==> src/hw/rtl/fbfl_pkg.sv <==
// ----------------------------------------------------------------------------
// fbfl_pkg
// Shared types and constants for the fixed-size block free-list allocator.
// ----------------------------------------------------------------------------
package fbfl_pkg;

  localparam int MAX_BLOCKS = 256;
  localparam int WORD_BYTES = 8;
  localparam int IDX_W      = 8;   // block index width
  localparam int LINK_W     = 9;   // link / head width, MSB set means null
  localparam int CNT_W      = 9;   // free count and block count width
  localparam int BYTES_W    = 13;  // block size register width
  localparam int OFFS_W     = 21;  // byte offset width
  localparam int WC_W       = 11;  // stride in words
  localparam int CFG_IDX_W  = 2;
  localparam int CFG_DATA_W = 13;

  localparam logic [LINK_W-1:0]     LINK_NULL     = 9'd256;
  localparam logic [CNT_W-1:0]      CNT_MAX       = 9'd256;
  localparam logic [CNT_W-1:0]      BLOCKS_RESET  = 9'd256;
  localparam logic [BYTES_W-1:0]    BYTES_RESET   = 13'd8;
  localparam logic [CFG_IDX_W-1:0]  REG_BLK_COUNT = 2'd0;
  localparam logic [CFG_IDX_W-1:0]  REG_BLK_BYTES = 2'd1;

  typedef enum logic [1:0] {
    OP_ALLOC = 2'd0,
    OP_FREE  = 2'd1,
    OP_INIT  = 2'd2,
    OP_NOP   = 2'd3
  } op_t;

  typedef enum logic [1:0] {
    ST_IDLE,
    ST_EXEC,
    ST_INIT,
    ST_FIN
  } state_t;

  // controller -> datapath
  typedef struct packed {
    logic cap;      // capture the request
    logic exec;     // apply alloc, free or no-op and load the result
    logic init_wr;  // write one link of the init walk
    logic fin;      // finish init and load the result
  } fbfl_cmd_t;

  // datapath -> controller
  typedef struct packed {
    op_t  op;
    logic last;     // init walk at its final entry
    logic n_zero;   // effective block count is zero
    logic out_free; // result register can take a new result
  } fbfl_stat_t;

endpackage

==> src/hw/rtl/fbfl_ctrl.sv <==
// ----------------------------------------------------------------------------
// fbfl_ctrl
// Sequencer for the allocator: request capture, execute, init walk, finish.
// ----------------------------------------------------------------------------
module fbfl_ctrl
  import fbfl_pkg::*;
(
  input  logic       clk,
  input  logic       rst,
  input  logic       in_valid,
  output logic       in_ready,
  input  fbfl_stat_t stat,
  output fbfl_cmd_t  cmd
);

  state_t state;
  state_t state_next;

  always_ff @(posedge clk) begin
    if (rst) begin
      state <= ST_IDLE;
    end else begin
      state <= state_next;
    end
  end

  always_comb begin
    state_next = state;
    unique case (state)
      ST_IDLE: begin
        if (in_valid) state_next = ST_EXEC;
      end
      ST_EXEC: begin
        if (stat.op == OP_INIT) begin
          state_next = stat.n_zero ? ST_FIN : ST_INIT;
        end else if (stat.out_free) begin
          state_next = ST_IDLE;
        end
      end
      ST_INIT: begin
        if (stat.last) state_next = ST_FIN;
      end
      ST_FIN: begin
        if (stat.out_free) state_next = ST_IDLE;
      end
      default: state_next = ST_IDLE;
    endcase
  end

  always_comb begin
    in_ready    = 1'b0;
    cmd         = '0;
    unique case (state)
      ST_IDLE: begin
        // hold off requests while in reset
        in_ready = ~rst;
        cmd.cap  = in_valid && ~rst;
      end
      ST_EXEC: begin
        cmd.exec = (stat.op != OP_INIT) && stat.out_free;
      end
      ST_INIT: begin
        cmd.init_wr = 1'b1;
      end
      ST_FIN: begin
        cmd.fin = stat.out_free;
      end
      default: ;
    endcase
  end

endmodule

==> src/hw/rtl/fbfl_dpath.sv <==
// ----------------------------------------------------------------------------
// fbfl_dpath
// Link memory, head pointer, free counter, config registers and result register.
// ----------------------------------------------------------------------------
module fbfl_dpath
  import fbfl_pkg::*;
(
  input  logic                  clk,
  input  logic                  rst,
  input  fbfl_cmd_t             cmd,
  output fbfl_stat_t            stat,
  input  logic [1:0]            op,
  input  logic [IDX_W-1:0]      block_index,
  input  logic                  null_block,
  input  logic                  cfg_valid,
  input  logic [CFG_IDX_W-1:0]  cfg_index,
  input  logic [CFG_DATA_W-1:0] cfg_data,
  output logic                  out_valid,
  input  logic                  out_ready,
  output logic                  granted,
  output logic [IDX_W-1:0]      granted_index,
  output logic [OFFS_W-1:0]     granted_offset,
  output logic                  pool_empty,
  output logic [CNT_W-1:0]      free_count
);

  logic [LINK_W-1:0]  link_mem [MAX_BLOCKS];
  logic [LINK_W-1:0]  link_rd;

  logic [CNT_W-1:0]   block_count;
  logic [BYTES_W-1:0] block_bytes;
  logic [LINK_W-1:0]  free_head;
  logic [LINK_W-1:0]  free_head_next;
  logic [CNT_W-1:0]   free_total;
  logic [CNT_W-1:0]   free_total_next;

  op_t                op_q;
  logic [IDX_W-1:0]   idx_q;
  logic               null_q;
  logic [IDX_W-1:0]   walk;

  logic [CNT_W-1:0]   eff_count;
  logic [BYTES_W:0]   bytes_up;
  logic [WC_W-1:0]    stride_words;
  logic [IDX_W+WC_W-1:0] prod;
  logic [IDX_W+WC_W-1:0] prod_p1;
  logic               head_valid;
  logic               free_ok;
  logic               wr_free;
  logic               walk_last;
  logic [LINK_W-1:0]  walk_link;

  logic               res_granted;
  logic [IDX_W-1:0]   res_index;
  logic [OFFS_W-1:0]  res_offset;

  // config registers
  always_ff @(posedge clk) begin
    if (rst) begin
      block_count <= BLOCKS_RESET;
      block_bytes <= BYTES_RESET;
    end else if (cfg_valid) begin
      case (cfg_index)
        REG_BLK_COUNT: block_count <= cfg_data[CNT_W-1:0];
        REG_BLK_BYTES: block_bytes <= cfg_data[BYTES_W-1:0];
        default: ;
      endcase
    end
  end

  assign eff_count    = (block_count > CNT_MAX) ? CNT_MAX : block_count;
  assign bytes_up     = {1'b0, block_bytes} + (BYTES_W+1)'(WORD_BYTES - 1);
  assign stride_words = bytes_up[BYTES_W:3];

  // request capture and init walk counter
  always_ff @(posedge clk) begin
    if (cmd.cap) begin
      op_q   <= op_t'(op);
      idx_q  <= block_index;
      null_q <= null_block;
      walk   <= '0;
    end else if (cmd.init_wr) begin
      walk   <= walk + IDX_W'(1);
    end
  end

  assign walk_last = ({1'b0, walk} == eff_count - CNT_W'(1));
  assign walk_link = walk_last ? LINK_NULL : ({1'b0, walk} + LINK_W'(1));

  assign head_valid = ~free_head[LINK_W-1];
  assign free_ok    = ~null_q && ({1'b0, idx_q} < eff_count);
  assign wr_free    = cmd.exec && (op_q == OP_FREE) && free_ok;

  // link memory: one write port, one registered read at the head
  always_ff @(posedge clk) begin
    if (cmd.init_wr) begin
      link_mem[walk] <= walk_link;
    end else if (wr_free) begin
      link_mem[idx_q] <= free_head;
    end
    link_rd <= link_mem[free_head[IDX_W-1:0]];
  end

  // offset = WORD_BYTES * (1 + index * stride_words), kept to 21 bits
  assign prod    = free_head[IDX_W-1:0] * stride_words;
  assign prod_p1 = prod + (IDX_W+WC_W)'(1);

  always_comb begin
    free_head_next  = free_head;
    free_total_next = free_total;
    res_granted     = 1'b0;
    res_index       = '0;
    res_offset      = '0;
    if (cmd.fin) begin
      free_head_next  = (eff_count != '0) ? '0 : LINK_NULL;
      free_total_next = eff_count;
    end else if (cmd.exec) begin
      case (op_q)
        OP_ALLOC: begin
          if (head_valid) begin
            res_granted    = 1'b1;
            res_index      = free_head[IDX_W-1:0];
            res_offset     = {prod_p1[OFFS_W-4:0], 3'b000};
            free_head_next = link_rd;
            if (free_total != '0) free_total_next = free_total - CNT_W'(1);
          end
        end
        OP_FREE: begin
          if (free_ok) begin
            free_head_next = {1'b0, idx_q};
            if (free_total < CNT_MAX) free_total_next = free_total + CNT_W'(1);
          end
        end
        default: ;
      endcase
    end
  end

  always_ff @(posedge clk) begin
    if (rst) begin
      free_head  <= LINK_NULL;
      free_total <= '0;
    end else begin
      free_head  <= free_head_next;
      free_total <= free_total_next;
    end
  end

  // result register
  always_ff @(posedge clk) begin
    if (rst) begin
      out_valid <= 1'b0;
    end else if (cmd.exec || cmd.fin) begin
      out_valid <= 1'b1;
    end else if (out_ready) begin
      out_valid <= 1'b0;
    end
  end

  always_ff @(posedge clk) begin
    if (cmd.exec || cmd.fin) begin
      granted        <= res_granted;
      granted_index  <= res_index;
      granted_offset <= res_offset;
      pool_empty     <= free_head_next[LINK_W-1];
      free_count     <= free_total_next;
    end
  end

  assign stat.op       = op_q;
  assign stat.last     = walk_last;
  assign stat.n_zero   = (eff_count == '0);
  assign stat.out_free = ~out_valid || out_ready;

endmodule

==> src/hw/rtl/fixed_block_free_list_allocator.sv <==
// ----------------------------------------------------------------------------
// fixed_block_free_list_allocator
// Pool of fixed-size blocks kept on a LIFO free list in a link memory.
// ----------------------------------------------------------------------------
// Allocate, free and unused codes: capture, then one read-modify-write of the
//   link memory once the result register is free; the result is registered.
// Initialize walks the link memory, writing one link per cycle, then finishes.
// A new request is taken while the previous result waits to be read.
// Synchronous reset empties the list, clears the free count and restores the
//   block count to 256 and block size to 8; link memory is not cleared.
module fixed_block_free_list_allocator
  import fbfl_pkg::*;
(
  input  logic                  clk,
  input  logic                  rst,
  input  logic                  in_valid,
  output logic                  in_ready,
  input  logic [1:0]            op,
  input  logic [IDX_W-1:0]      block_index,
  input  logic                  null_block,
  input  logic                  cfg_valid,
  output logic                  cfg_ready,
  input  logic [CFG_IDX_W-1:0]  cfg_index,
  input  logic [CFG_DATA_W-1:0] cfg_data,
  output logic                  out_valid,
  input  logic                  out_ready,
  output logic                  granted,
  output logic [IDX_W-1:0]      granted_index,
  output logic [OFFS_W-1:0]     granted_offset,
  output logic                  pool_empty,
  output logic [CNT_W-1:0]      free_count
);

  fbfl_cmd_t  cmd;
  fbfl_stat_t stat;

  assign cfg_ready = ~rst;

  fbfl_ctrl u_ctrl (
    .clk      (clk),
    .rst      (rst),
    .in_valid (in_valid),
    .in_ready (in_ready),
    .stat     (stat),
    .cmd      (cmd)
  );

  fbfl_dpath u_dpath (
    .clk            (clk),
    .rst            (rst),
    .cmd            (cmd),
    .stat           (stat),
    .op             (op),
    .block_index    (block_index),
    .null_block     (null_block),
    .cfg_valid      (cfg_valid),
    .cfg_index      (cfg_index),
    .cfg_data       (cfg_data),
    .out_valid      (out_valid),
    .out_ready      (out_ready),
    .granted        (granted),
    .granted_index  (granted_index),
    .granted_offset (granted_offset),
    .pool_empty     (pool_empty),
    .free_count     (free_count)
  );

endmodule

==> config.mk <==
export PLATFORM = sky130hd
export DESIGN_NAME = fixed_block_free_list_allocator
export DESIGN_NICKNAME = d
export VERILOG_FILES = /design/src/hw/rtl/fbfl_pkg.sv /design/src/hw/rtl/fbfl_ctrl.sv /design/src/hw/rtl/fbfl_dpath.sv /design/src/hw/rtl/fixed_block_free_list_allocator.sv
export SDC_FILE = /design/constraint.sdc
export NUM_CORES = 2
export LEC_CHECK = 0
export ABC_AREA = 1
export BUFFER_PORTS_ARGS = -buffer_cell sky130_fd_sc_hd__clkbuf_2
export CAP_MARGIN = 10
export CORE_ASPECT_RATIO = 1.25
export CORE_MARGIN = 10
export CORE_UTILIZATION = 40
export CTS_BUF_LIST = sky130_fd_sc_hd__clkbuf_16
export DETAILED_ROUTE_END_ITERATION = 12
export PLACE_DENSITY = 0.55
export RECOVER_POWER = 50
export SYNTH_ARGS = -nofsm -noshare
export SYNTH_HDL_FRONTEND = slang
export SYNTH_SLANG_ARGS = --single-unit
export TNS_END_PERCENT = 30
==> constraint.sdc <==
create_clock -name clk -period 21.5 [get_ports clk]
set_input_delay 4.3 -clock clk [delete_from_list [all_inputs] [get_ports clk]]
set_output_delay 4.3 -clock clk [all_outputs]
set_load 0.01 [all_outputs]
* Word-level counts from Yosys, hierarchy flattened *
Memory sizes are Yosys's and may differ from the RTL's. A register that Yosys moved wholly into a read port is not among the register bits.
Index checks and enable logic that the tools add are counted.

word-level totals
  memories = 1
  memory bits (writable) = 2304
  input port bits = 31
  memory bits (read-only) = 0
  latch bits = 0
  output and inout port bits = 43
  logic and storage cells = 106
  register bits = 102

operators by class
  mux-type cells = 37
  shift-type cells = 0
  add/sub/neg operators = 7
  $lt $le $gt $ge = 3
  multipliers = 1
  equality and inequality tests = 12
  reduce and logical (&&, ||, !) cells = 23
  bitwise gates (word level) = 5
  divide/modulo/power cells = 0

memories
  name              words  bits a word  rd ports  clocked after Yosys merged registers in  write ports  line              RTL
  u_dpath.link_mem  256    9            1         1                                        1            fbfl_dpath.sv:27  logic [LINK_W-1:0] link_mem [MAX_BLOCKS];

operator list
  cell                   number
  $mux 9                 14
  $pmux 9 s2             2
  $add 18x1->18 const B  1
  $mul 8x11->18          1
  $reduce_bool 9->1      2
  $sub 9x1->9 const B    2
  $mux 1                 15
  $add 13x3->14 const B  1
  $add 8x1->9 const B    1
  $add 9x1->9 const B    1
  $eq 8x9->1             1
  $gt 9x9->1 const B     1
  $logic_not 9->1        1
  $lt 8x9->1             1
  $lt 9x9->1 const B     1
  $reduce_or 9->1        1
  $add 8x1->8 const B    1
  $mux 2                 4
  $mux 8                 1
  $pmux 2 s4             1
  $eq 2x1->1 const B     3
  $eq 2x2->1 const B     3
  $logic_not 2->1        3
  $reduce_and 2->1       3
  12 further kinds       23

* Longest topological paths before layout *
  depth after elaboration = 11
  mapped depth = 29
  gate-level depth less buffers = 29

* Hierarchy *
Synthesis repeated with hierarchy kept, for this count alone.

unflattened totals
  cells, all modules = 8999
  area total of the unflattened synthesis = 101793.9 um^2

modules (own cells, without submodules)
  module                           seq. area each (um^2)  area each (um^2)  instances  cells an instance
  fbfl_dpath                       71788.9                101608.7          1          8961
  fbfl_ctrl                        40.0                   181.4             1          37
  fixed_block_free_list_allocator  0.0                    3.8               1          1

* Worst setup path after synthesis *
OpenSTA, ideal clock, no wires.

  kind = input-to-reg
  from = input out_ready
  to = memory u_dpath.link_mem[0][0] (data pin)
  path buffers = 2
  data required time = 19.312 ns
  data arrival time = 15.189 ns
  cell stages on the path = 6
  setup slack = 4.123 ns
  path through = nor2_1 > nor4_4 > nand4_4 > buf_2 > clkbuf_1 > o21ai_0

on the way
  cells in the longest elaborated chain, start to end = 10

ends and longest elaborated chain
  item                              line                                   RTL
  start: declaration                fixed_block_free_list_allocator.sv:26  input logic out_ready,
  $logic_or 1x1->1                  fbfl_dpath.sv:173                      assign stat.out_free = ~out_valid || out_ready;
  $logic_and 1x1->1                 fbfl_ctrl.sv:60                        cmd.exec = (stat.op != OP_INIT) && stat.out_free;
  $mux 1                            fbfl_ctrl.sv:53                        unique case (state)
  $logic_and 1x1->1 (2 in a row)    fbfl_dpath.sv:92                       assign wr_free = cmd.exec && (op_q == OP_FREE) && free_ok;
  $mux 1                            fbfl_dpath.sv:98                       end else if (wr_free) begin
  $mux 1                            fbfl_dpath.sv:96                       if (cmd.init_wr) begin
  $mux 1 (implied by the code)      fbfl_dpath.sv:99                       link_mem[idx_q] <= free_head;
  $reduce_or 9->1 (no source line)  --
  $mux 9 (no source line)           --
  end: declaration                  fbfl_dpath.sv:27

Every way passes these cells.

* Final worst setup path *
  from = input out_ready
  to = memory u_dpath.link_mem[12][7] (data pin)

Same word-level chain as after synthesis.

==> flow_summary.json <==
{
  "clock-root-buffer": "clkbuf_16",
  "hold_ws_ns": 0.4591,
  "rsz0062_at_grt": "false",
  "fp.dieH_um": 582.4,
  "pwr-share-comb": 0.065,
  "avgRoutedWirePerCell_um": 23.93,
  "drive_gt1_frac": 0.05566,
  "synthFlopType": "edfxtp_1",
  "grt_max_degree": 202,
  "cap_violations": 25,
  "tritoncts.num_buffers": 230,
  "global_route.usage.total": 0.2066,
  "synth_seq_cells": 2412,
  "swShare": 0.2327,
  "syn_inst": 8902,
  "postCtsResizedCells": 0,
  "worst_ep_required_time_ns": 22.04,
  "io_buffers": 70,
  "wirelength_um": 293000,
  "max_stage_delay_ns": 3.77,
  "hold_viol": 0,
  "fin_crit_ns": 13.17,
  "relSlewSlack": -1.946,
  "ys_warn_count": 0,
  "crit_type": "in2reg",
  "yosys-mux-area-fraction": 0,
  "drc": 0,
  "synthDistinctLibCells": 45,
  "cp_slowest_cell": "o21ai_0",
  "tightest_slew_ns": 4.373,
  "firstDrtPassIters": 6,
  "synth-simple-area-share": 0.2273,
  "fin_skew_ns": 0.04497,
  "power.density_nw_per_um2": 89.99,
  "critPathArrivalTime_ns": 13.71,
  "final_nets": 8862,
  "synth_top_family_by_area": "simple AND/OR/NAND/NOR gates",
  "place_hpwl_um": 167000,
  "cts_sinks": 2412,
  "cts_tree": "built",
  "cp_common_cell": "buf_4",
  "htree_num_levels": 4,
  "gp_congestion": 0.8737,
  "max_clock_freq_mhz": 75.94,
  "tns_ns": 0,
  "clock_path_buffers": 4,
  "synth_compound_area_frac": 0.01412,
  "yosysSeqAreaShare": 0.7096,
  "violations": "max-capacitance violations, max-slew violations",
  "vdd_drop_max_mv": 0.07447,
  "leakage_nw": 39.11,
  "outcome": "finished with violations",
  "clk_latency_ns": 0.87,
  "grt_pass1_vias": 65410,
  "fillCellCount": 23010,
  "grt_pass1_wl_um": 430100,
  "synth.avg_cell_area_um2": 11.37,
  "syn_area_um2": 101200,
  "antenna_found_initial": 11,
  "maxSlewViolCount": 1023,
  "min_period_over_period": 0.6125,
  "p_int_mw": 7.704,
  "vias": 66970,
  "hp-class": "reg2reg",
  "reg2regPathDepth": 21,
  "sequentialPowerShare": 0.539,
  "core_um2": 251800,
  "clk_pin_slew_ns": 0.06,
  "vias_per_cell": 5.470,
  "whs_path_depth": 2,
  "areaGrowthSynthToFinish_pct": 10.22,
  "critPathCaptureType": "register",
  "crit_chain": "clkbuf_2 -> nor2_1 -> nor4_1 -> nand4_1 -> o21ai_0 -> buf_4 -> buf_4 -> buf_4",
  "fp.dieW_um": 470.0,
  "power_switching_mw": 2.337,
  "async_reset_ff_frac": 0,
  "drtIter0Drc": 7041,
  "row_count": 206,
  "start_util": 0.4020,
  "crit_path_start_kind": "input pin",
  "synth_edf_count": 2352,
  "crit_fanout": 67,
  "fp.dieArea_um2": 273700,
  "drtAntennaViolNets": 0,
  "clkPwrFrac": 0.396,
  "postCtsHoldBufs": 0,
  "setup_viol": 0,
  "grt_overflow": 0,
  "cts_setup_buffers": 0,
  "ioPinCount": 74,
  "total_power_mw": 10.04,
  "synthAdderAreaFrac": 0.01666,
  "synth-xor-area-share": 0.001644
}
-- cell usage after synthesis (4+ instances only) --
cell      instances  area share
nand2_1        2516       0.093
edfxtp_1       2352        0.70
nand3_1        2272        0.11
clkbuf_1        445       0.017
nor2_1          426       0.016
inv_1           225      0.0083
o21ai_0         107      0.0053
a21oi_1         100      0.0049
buf_1            94      0.0035
dfxtp_1          60       0.012
fa_1             53       0.010
ha_1             50      0.0062
buf_2            34      0.0017
nand2_2          32      0.0020
o22ai_1          17      0.0011
xor2_1           16      0.0014
nand4_1          14     0.00087
nor3_1           12     0.00059
nor2_4           11      0.0012
o211ai_1         10     0.00074
o21ai_2           6     0.00052
buf_4             5     0.00037
inv_2             4     0.00015
nor2_2            4     0.00025
o21bai_1          4     0.00030
-- critical path: cells and delay by family --
| family | cells | cell delay, ns |
|---|---|---|
| AND/OR/NAND/NOR | 3 | 2.61 |
| buffers and inverters | 4 | 2.89 |
| AO/OA/AOI/OAI | 1 | 3.77 |
-- cell type report --
type | count | area [um^2] | area share
Sequential cell | 2412 | 71850 | 0.6439
Multi-Input combinational cell | 5682 | 26250 | 0.2352
Clock buffer | 232 | 5806 | 0.05203
Tap cell | 3328 | 4164 | 0.03732
Clock inverter | 184 | 1480 | 0.01327
Timing Repair Buffer | 170 | 1130 | 0.01013
Inverter | 232 | 895.9 | 0.008029
Antenna cell | 3 | 7.507 | 0.00006728
-- logic make-up after synthesis --
kind of cell               Yosys count
buffers and inverters              810
xor gates and xnor gates            19
and+or+nand+nor                   5297
other                                1
adders and majority gates          103
DFF                               2412
AOI/OAI and AO/OA                  260
-- cells in the final DEF, fill, tap and decap left out, drive strengths merged, types with 2 or more instances in the layout --
cell	instances
a211oi	2
or2	3
clkinv	109
clkinvlp	20
conb	3
xor2	16
o2111ai	2
a21oi	101
inv	264
xnor2	3
o31ai	2
buf	78
edfxtp	2352
o22ai	17
nand2	2548
nand3	2274
clkbuf	324
fa	53
o21bai	4
nor3	12
o211ai	10
dfxtp	60
o21ai	115
o21a	3
bufinv	23
diode	3
ha	50
nand4	15
nor2	441
-- registers in the layout, indices dropped and copies added, names as in the netlist, 8 cells and up --
register and flops:
u_dpath.link_rd 9, u_dpath.free_total 9, u_dpath.link_mem 2304, u_dpath.granted_index 8, u_dpath.block_bytes 13, u_dpath.block_count 9, u_dpath.idx_q 8, u_dpath.free_head 9
u_dpath.free_count 9, u_dpath.walk 8, u_dpath.granted_offset 18
-- metal layers --
layer	track usage	share of wire
met1	0.2674	0.40
met2	0.3473	0.48
met3	0.02806	0.068
met4	0.09153	0.049
met5	0	0.000041
-- worst paths after layout --
check | slack [ns] | startpoint | end
worst min register to register | 0.46 | u_dpath.block_bytes[2] | u_dpath.block_bytes[2]
worst max register to register | 8.67 | u_dpath.free_head[3] | u_dpath.granted_offset[18]
worst max-delay path | 8.33 | out_ready | u_dpath.link_mem[12][7]
worst min-delay path | 0.46 | u_dpath.block_bytes[2] | u_dpath.block_bytes[2]
-- power by group through the flow --
| stage | clock network, mW | logic, mW | registers (mW) |
|---|---|---|---|
| 5_1_grt | 4.23 | 0.697 | 5.41 |
| 3_3_place_gp | 0 | 0.666 | 5.50 |
| 3_5_place_dp | 0 | 0.670 | 5.50 |
| 6_report | 3.98 | 0.650 | 5.41 |
| 4_1_cts | 4.04 | 0.671 | 5.40 |
| 2_1_floorplan | 0 | 0.292 | 5.67 |
-- stage by stage --
stage            util  area, um^2  instances  setup WS, ns
6_report       0.4431      111600      12240         8.331
5_1_grt        0.4431      111600      12240         7.647
4_1_cts        0.4444      111900      12240         11.74
3_5_place_dp   0.4154      104600      11820         11.73
3_3_place_gp   0.4154      104600      11820         11.76
2_1_floorplan       -      101200       8904         4.123
No activity file was read; power rests on OpenSTA's default activity.
